### src/sv/dse_pkg.sv
// Package for the deck shuffle engine: state encoding, command and status codes,
// field widths and the request/response types of the modulo unit.
// No dependencies.
package dse_pkg;

  localparam int SizeW     = 7;   // deck_size register and modulo divisor width
  localparam int PosW      = 6;
  localparam int RankW     = 4;
  localparam int SuitW     = 2;
  localparam int CardW     = RankW + SuitW;
  localparam int DividendW = 16;
  localparam int CountW    = $clog2(DividendW + 1);
  localparam int StatusW   = 2;
  localparam int CmdW      = 2;

  localparam logic [SizeW-1:0] DeckSizeReset = 7'd52;

  localparam logic [CmdW-1:0] CMD_LOAD    = 2'd0;
  localparam logic [CmdW-1:0] CMD_SHUFFLE = 2'd1;
  localparam logic [CmdW-1:0] CMD_DRAW    = 2'd2;

  localparam logic [StatusW-1:0] STAT_OK        = 2'd0;
  localparam logic [StatusW-1:0] STAT_PASS_DONE = 2'd1;
  localparam logic [StatusW-1:0] STAT_RANGE     = 2'd2;

  typedef enum logic [3:0] {
    S_IDLE,
    S_DECODE,
    S_DIV,
    S_RD_I,
    S_RD_J,
    S_WR_I,
    S_WR_J,
    S_DRAW,
    S_DONE
  } state_t;

  typedef struct packed {
    logic                 start;
    logic [DividendW-1:0] dividend;
    logic [SizeW-1:0]     divisor;
  } mod_req_t;

  typedef struct packed {
    logic             done;
    logic [SizeW-1:0] rem;
  } mod_rsp_t;

endpackage

### src/sv/dse_mod_unit.sv
// Iterative remainder unit: restoring division, one dividend bit per cycle.
// Depends on dse_pkg.
module dse_mod_unit import dse_pkg::*; (
  input  logic     clk,
  input  logic     rst_n,
  input  mod_req_t req,
  output mod_rsp_t rsp
);

  logic                 busy_r;
  logic [CountW-1:0]    cnt_r;
  logic [DividendW-1:0] dvd_r;
  logic [SizeW-1:0]     dsr_r;
  logic [SizeW-1:0]     rem_r;

  logic [SizeW:0]   trial;
  logic             fits;
  logic [SizeW-1:0] rem_nxt;

  always_comb begin
    trial   = {rem_r, dvd_r[DividendW-1]};
    fits    = trial >= {1'b0, dsr_r};
    // remainder stays below the divisor, so the top bit drops
    rem_nxt = fits ? SizeW'(trial - {1'b0, dsr_r}) : SizeW'(trial);
  end

  always_ff @(posedge clk) begin
    if (!rst_n) begin
      busy_r <= 1'b0;
      cnt_r  <= '0;
    end else if (req.start) begin
      busy_r <= 1'b1;
      cnt_r  <= CountW'(DividendW);
    end else if (busy_r) begin
      if (cnt_r == '0) begin
        busy_r <= 1'b0;
      end else begin
        cnt_r <= cnt_r - 1'b1;
      end
    end
  end

  always_ff @(posedge clk) begin
    if (req.start) begin
      dvd_r <= req.dividend;
      dsr_r <= req.divisor;
      rem_r <= '0;
    end else if (busy_r && cnt_r != '0) begin
      dvd_r <= {dvd_r[DividendW-2:0], 1'b0};
      rem_r <= rem_nxt;
    end
  end

  assign rsp.done = busy_r && (cnt_r == '0);
  assign rsp.rem  = rem_r;

endmodule

### src/sv/dse_deck_mem.sv
// Single-port deck store, one access per cycle, registered read data.
// Depends on dse_pkg.
module dse_deck_mem import dse_pkg::*; #(
  parameter int DEPTH = 64,
  parameter int AW    = 6
) (
  input  logic             clk,
  input  logic             we,
  input  logic [AW-1:0]    addr,
  input  logic [CardW-1:0] wdata,
  output logic [CardW-1:0] rdata
);

  logic [CardW-1:0] mem [DEPTH];
  logic [CardW-1:0] rdata_r;

  always_ff @(posedge clk) begin
    if (we) begin
      mem[addr] <= wdata;
    end else begin
      rdata_r <= mem[addr];
    end
  end

  assign rdata = rdata_r;

endmodule

### src/sv/deck_shuffle_engine_unit.sv
// Deck shuffle engine, top level: command sequencer, deck store, modulo unit.
// Depends on dse_pkg, dse_mod_unit, dse_deck_mem.
//
// Input channel in_*: one command per beat, command in in_tuser. Output channel
// out_*: exactly one result beat per command, status in out_tuser. cfg_wr_en
// writes deck_size (cards in use, values above MAX_CARDS act as MAX_CARDS).
// Load writes one card and restarts the shuffle pass. Each shuffle beat makes
// one Fisher-Yates swap, i counting down from size-1 to 1; status 1 marks the
// last swap. Draw reads one card. Positions at or beyond the size answer
// status 2 and change nothing.
// One command at a time: in_tready is high only while the sequencer is idle.
// Load, unused commands, out-of-range draws and shuffles on a deck under two cards
// go from decode straight to the result state; a draw adds a read state; a
// shuffle step waits for the bit-serial remainder (random mod (i+1)) and then
// makes four single-port memory accesses for the swap. out_tvalid rises in the
// same cycle as in_tready returns.
// The output register frees the sequencer: the next command is taken while a
// result waits, and a second result waits until out_tready takes the first.
// Reset empties the output, stops any pass and sets deck_size to 52; the deck
// contents are undefined until loaded.
module deck_shuffle_engine_unit import dse_pkg::*; #(
  parameter int MAX_CARDS = 64
) (
  input  logic                 clk,
  input  logic                 rst_n,
  input  logic                 in_tvalid,
  output logic                 in_tready,
  input  logic [31:0]          in_tdata,   // position[5:0], card_rank[9:6],
                                           // card_suit[11:10], random_value[27:12]
  input  logic [CmdW-1:0]      in_tuser,   // command
  output logic                 out_tvalid,
  input  logic                 out_tready,
  output logic [7:0]           out_tdata,  // drawn_rank[3:0], drawn_suit[5:4]
  output logic [StatusW-1:0]   out_tuser,  // status
  input  logic                 cfg_wr_en,
  input  logic [SizeW-1:0]     cfg_wr_data
);

  localparam int AW = (MAX_CARDS > 1) ? $clog2(MAX_CARDS) : 1;
  localparam int CW = (AW > SizeW) ? AW : SizeW;

  state_t state_r, state_nxt;

  logic [SizeW-1:0]     deck_size_r;
  logic [CmdW-1:0]      cmd_r;
  logic [PosW-1:0]      pos_r;
  logic [CardW-1:0]     card_r;
  logic [DividendW-1:0] rnd_r;

  logic [AW-1:0]      swap_index_r, swap_index_nxt;
  logic [AW-1:0]      i_r, i_nxt;
  logic [AW-1:0]      j_r, j_nxt;
  logic [CardW-1:0]   held_r, held_nxt;
  logic [CardW-1:0]   res_card_r, res_card_nxt;
  logic [StatusW-1:0] res_status_r, res_status_nxt;

  logic               out_valid_r, out_valid_nxt;
  logic [CardW-1:0]   out_card_r, out_card_nxt;
  logic [StatusW-1:0] out_status_r, out_status_nxt;

  logic [SizeW-1:0] n_cur;
  logic             pos_ok;
  logic [CW-1:0]    swap_ext;
  logic [CW-1:0]    i_sel;
  logic             out_free;

  logic             mem_we;
  logic [AW-1:0]    mem_addr;
  logic [CardW-1:0] mem_wdata;
  logic [CardW-1:0] mem_rdata;
  mod_req_t         mod_req;
  mod_rsp_t         mod_rsp;

  dse_mod_unit u_mod (
    .clk  (clk),
    .rst_n(rst_n),
    .req  (mod_req),
    .rsp  (mod_rsp)
  );

  dse_deck_mem #(
    .DEPTH(MAX_CARDS),
    .AW   (AW)
  ) u_mem (
    .clk  (clk),
    .we   (mem_we),
    .addr (mem_addr),
    .wdata(mem_wdata),
    .rdata(mem_rdata)
  );

  always_comb begin
    n_cur    = (int'(deck_size_r) > MAX_CARDS) ? SizeW'(MAX_CARDS) : deck_size_r;
    pos_ok   = {1'b0, pos_r} < n_cur;
    swap_ext = CW'(swap_index_r);
    // no pass running, or the size shrank under it: start from the top
    if (swap_ext == '0 || swap_ext >= CW'(n_cur)) begin
      i_sel = CW'(n_cur) - CW'(1);
    end else begin
      i_sel = swap_ext;
    end
    out_free = !out_valid_r || out_tready;
  end

  assign in_tready = (state_r == S_IDLE);

  // next state
  always_comb begin
    state_nxt = state_r;
    case (state_r)
      S_IDLE:   if (in_tvalid) state_nxt = S_DECODE;
      S_DECODE: begin
        case (cmd_r)
          CMD_SHUFFLE: state_nxt = (n_cur < SizeW'(2)) ? S_DONE : S_DIV;
          CMD_DRAW:    state_nxt = pos_ok ? S_DRAW : S_DONE;
          default:     state_nxt = S_DONE;
        endcase
      end
      S_DIV:    if (mod_rsp.done) state_nxt = S_RD_I;
      S_RD_I:   state_nxt = S_RD_J;
      S_RD_J:   state_nxt = S_WR_I;
      S_WR_I:   state_nxt = S_WR_J;
      S_WR_J:   state_nxt = S_DONE;
      S_DRAW:   state_nxt = S_DONE;
      S_DONE:   if (out_free) state_nxt = S_IDLE;
      default:  state_nxt = S_IDLE;
    endcase
  end

  // outputs and datapath
  always_comb begin
    mem_we           = 1'b0;
    mem_addr         = AW'(pos_r);
    mem_wdata        = card_r;
    mod_req.start    = 1'b0;
    mod_req.dividend = rnd_r;
    mod_req.divisor  = SizeW'(i_sel + CW'(1));
    swap_index_nxt   = swap_index_r;
    i_nxt            = i_r;
    j_nxt            = j_r;
    held_nxt         = held_r;
    res_card_nxt     = res_card_r;
    res_status_nxt   = res_status_r;
    out_valid_nxt    = out_valid_r && !out_tready;
    out_card_nxt     = out_card_r;
    out_status_nxt   = out_status_r;
    case (state_r)
      S_DECODE: begin
        res_card_nxt   = '0;
        res_status_nxt = STAT_OK;
        case (cmd_r)
          CMD_LOAD: begin
            if (pos_ok) begin
              mem_we         = 1'b1;
              swap_index_nxt = '0;
            end else begin
              res_status_nxt = STAT_RANGE;
            end
          end
          CMD_SHUFFLE: begin
            if (n_cur < SizeW'(2)) begin
              swap_index_nxt = '0;
              res_status_nxt = STAT_PASS_DONE;
            end else begin
              mod_req.start = 1'b1;
              i_nxt         = AW'(i_sel);
            end
          end
          CMD_DRAW: begin
            if (!pos_ok) res_status_nxt = STAT_RANGE;
          end
          default: ;
        endcase
      end
      S_DIV: begin
        if (mod_rsp.done) j_nxt = AW'(mod_rsp.rem);
      end
      S_RD_I: mem_addr = i_r;
      S_RD_J: begin
        mem_addr = j_r;
        held_nxt = mem_rdata;
      end
      S_WR_I: begin
        mem_we    = 1'b1;
        mem_addr  = i_r;
        mem_wdata = mem_rdata;
      end
      S_WR_J: begin
        mem_we         = 1'b1;
        mem_addr       = j_r;
        mem_wdata      = held_r;
        swap_index_nxt = i_r - AW'(1);
        res_status_nxt = (i_r == AW'(1)) ? STAT_PASS_DONE : STAT_OK;
      end
      S_DRAW: res_card_nxt = mem_rdata;
      S_DONE: begin
        if (out_free) begin
          out_valid_nxt  = 1'b1;
          out_card_nxt   = res_card_r;
          out_status_nxt = res_status_r;
        end
      end
      default: ;
    endcase
  end

  always_ff @(posedge clk) begin
    if (!rst_n) begin
      state_r      <= S_IDLE;
      deck_size_r  <= DeckSizeReset;
      swap_index_r <= '0;
      out_valid_r  <= 1'b0;
    end else begin
      state_r      <= state_nxt;
      swap_index_r <= swap_index_nxt;
      out_valid_r  <= out_valid_nxt;
      if (cfg_wr_en) deck_size_r <= cfg_wr_data;
    end
  end

  always_ff @(posedge clk) begin
    if (in_tvalid && in_tready) begin
      cmd_r  <= in_tuser;
      pos_r  <= in_tdata[5:0];
      card_r <= {in_tdata[11:10], in_tdata[9:6]};
      rnd_r  <= in_tdata[27:12];
    end
    i_r          <= i_nxt;
    j_r          <= j_nxt;
    held_r       <= held_nxt;
    res_card_r   <= res_card_nxt;
    res_status_r <= res_status_nxt;
    out_card_r   <= out_card_nxt;
    out_status_r <= out_status_nxt;
  end

  assign out_tvalid = out_valid_r;
  assign out_tdata  = {2'b00, out_card_r};
  assign out_tuser  = out_status_r;

`ifndef NO_ASSERTIONS
  a_mod_done_in_div: assert property (@(posedge clk) disable iff (!rst_n)
    mod_rsp.done |-> state_r == S_DIV)
    else $error("modulo result outside divide state");

  a_mem_write_phase: assert property (@(posedge clk) disable iff (!rst_n)
    mem_we |-> (state_r == S_DECODE || state_r == S_WR_I || state_r == S_WR_J))
    else $error("deck write outside load or swap");

  a_swap_below_size: assert property (@(posedge clk) disable iff (!rst_n)
    state_r == S_WR_J |=> CW'(swap_index_r) < CW'(n_cur))
    else $error("swap index left at or beyond deck size");

  a_result_wait: assert property (@(posedge clk) disable iff (!rst_n)
    (state_r == S_DONE && !out_free) |=> state_r == S_DONE)
    else $error("result dropped while output stalled");
`endif

endmodule

### config.mk
export PLATFORM = sky130hd
export DESIGN_NAME = deck_shuffle_engine_unit
export DESIGN_NICKNAME = d
export VERILOG_FILES = /design/src/sv/dse_pkg.sv /design/src/sv/dse_mod_unit.sv /design/src/sv/dse_deck_mem.sv /design/src/sv/deck_shuffle_engine_unit.sv
export SDC_FILE = /design/constraint.sdc
export NUM_CORES = 1
export LEC_CHECK = 0
export BUFFER_PORTS_ARGS = -buffer_cell sky130_fd_sc_hd__buf_4
export CAP_MARGIN = 5
export CORE_MARGIN = 10
export CORE_UTILIZATION = 55
export DETAILED_ROUTE_END_ITERATION = 16
export PLACE_DENSITY = 0.72
export SLEW_MARGIN = 30
export SYNTH_ARGS = -nofsm -noshare
export SYNTH_HDL_FRONTEND = slang
export SYNTH_HIERARCHICAL = 1
export SYNTH_SLANG_ARGS = --single-unit
### constraint.sdc
create_clock -name clk -period 5.45 [get_ports clk]
set_input_delay 0.8175 -clock clk [delete_from_list [all_inputs] [get_ports clk]]
set_output_delay 0.8175 -clock clk [all_outputs]
set_load 0.05 [all_outputs]
==> run_results.csv <==
group,metric,value,unit
drt,ant_nets,0,
synth,ys_warn_count,6,
global_route,antenna_found_initial,0,
synth,async_reset_ff_frac,0,
global_route,grt_first_pass_wirelength,77.0,mm
final_layout,instances_no_fill,2022,
final_layout,final_layout_size_suffix_gt1_frac,0.158,
timing,setup_violations,0,
final_layout,layout.nets,1552,
die,start_util,0.558,
final_layout,area_growth,11.7,%
clocking,post_cts_buffers,0,
power_and_ir_drop,p_total,9.65,mW
drt,wirelength,50.9,mm
run,cap_violations,0,
drt,drc_errors,0,
timing,finalSetupTns,0,ps
critical_path,cp_max_fo,10,
clocking,clock_sinks,508,
die,die_height,216,um
power_and_ir_drop,p_per_area,410,mW/mm2
placement,dp_hpwl,31.9,mm
timing,hold_viol_final,0,
final_layout,num_antenna_cells,0,
synth,synth_top_area_frac,0.680,
timing,rsz0062_at_grt,"no",
drt,wl_per_cell,25.1,um
critical_path,timing.rr.end,"u_mem/mem[10][3]",
synth,synth_cells,1416,
critical_path,cp.arrival,4930,ps
global_route,grt_max_degree,65,
die,io_pins,58,
critical_path,endpoint_kind,"register",
timing,tightest_slew,889,ps
worst_hold_path,worstHoldStart,"in_tdata[20]",
final_layout,multi_input_area,0.00556,mm2
clocking,cts_buffer_depth,3,
timing,finalMaxSlewViolations,0,
drt,drt_pass1_iterations,6,
clocking,root_buffer,"clkbuf_16",
worst_hold_path,hold_end,"rnd_r[8]",
synth,synth_cell_type_count,79,
global_route,grt-ovfl-total,0,
worst_hold_path,hp-class,"in -> reg",
critical_path,r2r_cells,13,
critical_path,cp_slowest_stage_delay,710,ps
placement,gp_congestion,0.886,
placement,dpl.cell_count,1937,
timing,fin_crit_sh,0.864,
final_layout,layout.area.seq,0.0149,mm2
synth,synth_top_family_by_area,"compound AO/OA/AOI/OAI gates",
final_layout,nFillCells,2746,
global_route,grt_pass1_vias,12500,
timing,finalClockSkew,20.0,ps
timing,relSlewSlack,0.406,
synth,synth_edf_count,477,
synth,yosys.area_share.simple,0.0774,
drt,first_iter_violations,1514,
synth,synth_compound_area_frac,0.110,
critical_path,reg2reg_slack,740,ps
die,std_cell_rows,71,
synth,synthAdderAreaFrac,0.0170,
die,fp.dieW,216,um
critical_path,path_class,"reg -> reg",
synth,ys_top_cells_by_area,"edfxtp_1, dfxtp_1, a22oi_1, nor2_1, mux2i_1",
drt,vias,12800,
clocking,postCtsHoldBufs,0,
timing,fmax,212,MHz
clocking,clk-insertion-delay-late,600,ps
synth,synth.avg_cell_area,14.9,um2
power_and_ir_drop,ir_drop,268,uV
synth,synth_top_flop_cell,"edfxtp_1",
timing,period_minus_slack,4710,ps
global_route,grt_usage,0.215,
power_and_ir_drop,leakage,7.84,nW
synth,ys_seq_elements,508,
placement,port_buffers,51,
critical_path,r2r_start,"deck_size_r[6]",
die,coreArea,0.0378,mm2
drt,vias_per_cell,6.35,
critical_path,cp-start-kind,"register",
critical_path,cp.required,5670,ps
clocking,htreeDepth,2,
clocking,cts_tree,"yes",
synth,synth_xor_area_frac,0.00791,
clocking,post_cts_resized,0,
synth,syn_area,0.0210,mm2
synth,yosysTopAreaCell,"edfxtp_1",
worst_hold_path,min_path_cells,1,
clocking,cts_made_buffers,50,
critical_path,path_cells,"inv_2 -> nand2_1 -> ha_1 -> a21o_1 -> a21o_1 -> a21oi_1 -> o22ai_1 -> buf_4 -> o31ai_1 -> inv_1 -> nor2_1 -> nand2_1 -> nor2_1",
synth,synth.yosys.seq_area_share,0.710,
clocking,clkTransAtPathRegs,60,ps
status,status,"finished, final reports clean",
die,design.die.area,0.0465,mm2
critical_path,cpMaxStageDelayCell,"nor2_1",
synth,muxShareOfSynthArea,0.0493,
[flip-flops by register name, indices dropped and copies added, names as in the netlist, 4 cells and up]
register      cells
u_mem/mem       384
rnd_r            16
u_mod/dvd_r      16
deck_size_r       7
u_mod/dsr_r       7
u_mod/rem_r       7
card_r            6
held_r            6
i_r               6
j_r               6
out_card_r        6
pos_r             6
res_card_r        6
swap_index_r      6
u_mem/rdata       6
u_mod/cnt_r       5
state_r           4
[worst max-delay path, delay by kind of cell, from the launching register on]
kind,cells,cell delay [ps]
AND/OR/NAND/NOR,4,1610
AO/OA/AOI/OAI,5,1280
buffers and inverters,3,700
flip-flops,1,490
adder cells (fa/ha/maj),1,250
[where the power goes]
part,switching (mW),leakage [nW],internal [mW]
logic,1.22,2.51,0.563
clock network,1.38,0.751,1.89
registers,0.0676,4.57,4.53
total,2.67,7.84,6.98
[synthesized netlist by cell type, types with 12 or more instances]
cell type,count
mux4_2,12
a221oi_1,44
o22ai_1,21
edfxtp_1,477
nor2_1,130
buf_6,12
inv_1,28
o21ai_0,41
o221ai_1,14
nor2b_1,12
nand2_1,81
nand2b_1,13
a22o_1,14
dfxtp_1,31
mux2i_1,40
buf_2,28
nor3_1,14
clkbuf_1,32
nand3_1,25
ha_1,27
a21oi_1,46
a22oi_1,75
mux2_2,30
[stage by stage]
| step | utilization | area (um2) | worst slack, ps | hold slack [ps] |
|---|---|---|---|---|
| after floorplan | - | 21100 | 2050 | 400 |
| after global placement | 0.582 | 22000 | 1010 | 401 |
| after detailed placement | 0.582 | 22000 | 926 | 405 |
| after CTS | 0.623 | 23500 | 911 | 381 |
| after global routing | 0.623 | 23500 | 531 | 386 |
| final | 0.623 | 23500 | 743 | 407 |
[layout make-up]
type	instances	area share
clock buffers	61	0.0559
repair buffers	94	0.0305
well taps	511	0.0272
inverters	30	0.00479
flip-flops and latches	508	0.636
multi-input cells	794	0.237
clock inverters	24	0.00947
[cells by family after synthesis]
kind of cell | count (synthesis)
compound gates | 321
xor+xnor | 19
fa+ha+maj | 28
buf+inv | 115
flops | 508
mux | 84
other cells | 1
simple gates | 340
[worst max-delay path by stage]
stage	start	depth (start not counted)	end	slack, ps
2_1_floorplan	state_r[0]	3	card_r[0]	2050
3_3_place_gp	deck_size_r[6]	13	u_mem/mem[32][4]	1010
3_5_place_dp	state_r[2]	9	u_mem/mem[36][4]	930
4_1_cts	state_r[2]	9	u_mem/mem[36][0]	910
5_1_grt	deck_size_r[6]	13	u_mem/mem[34][5]	530
6_report	deck_size_r[6]	13	u_mem/mem[10][3]	740
[layout by cell type, fill, tap and decap left out, types with 21 or more instances in the layout]
cell,netlist,layout
edfxtp_1,477,477
nor2_1,130,128
buf_4,9,93
a22oi_1,75,75
nand2_1,81,72
clkbuf_16,0,51
a21oi_1,46,46
a221oi_1,44,44
o21ai_0,41,41
mux2i_1,40,40
dfxtp_1,31,31
mux2_2,30,30
inv_1,28,28
ha_1,27,27
nand3_1,25,25
o22ai_1,21,21
[routing by layer]
layer / wire length, um / vias up / GRT usage
met3: 5720 / 119 / 0.0545
met4: 1600 / 0 / 0.0782
li1: - / 5672 / -
met5: 0 / - / 0
met2: 23800 / 747 / 0.339
met1: 19700 / 6293 / 0.284
(Power assumes the default switching activity.)
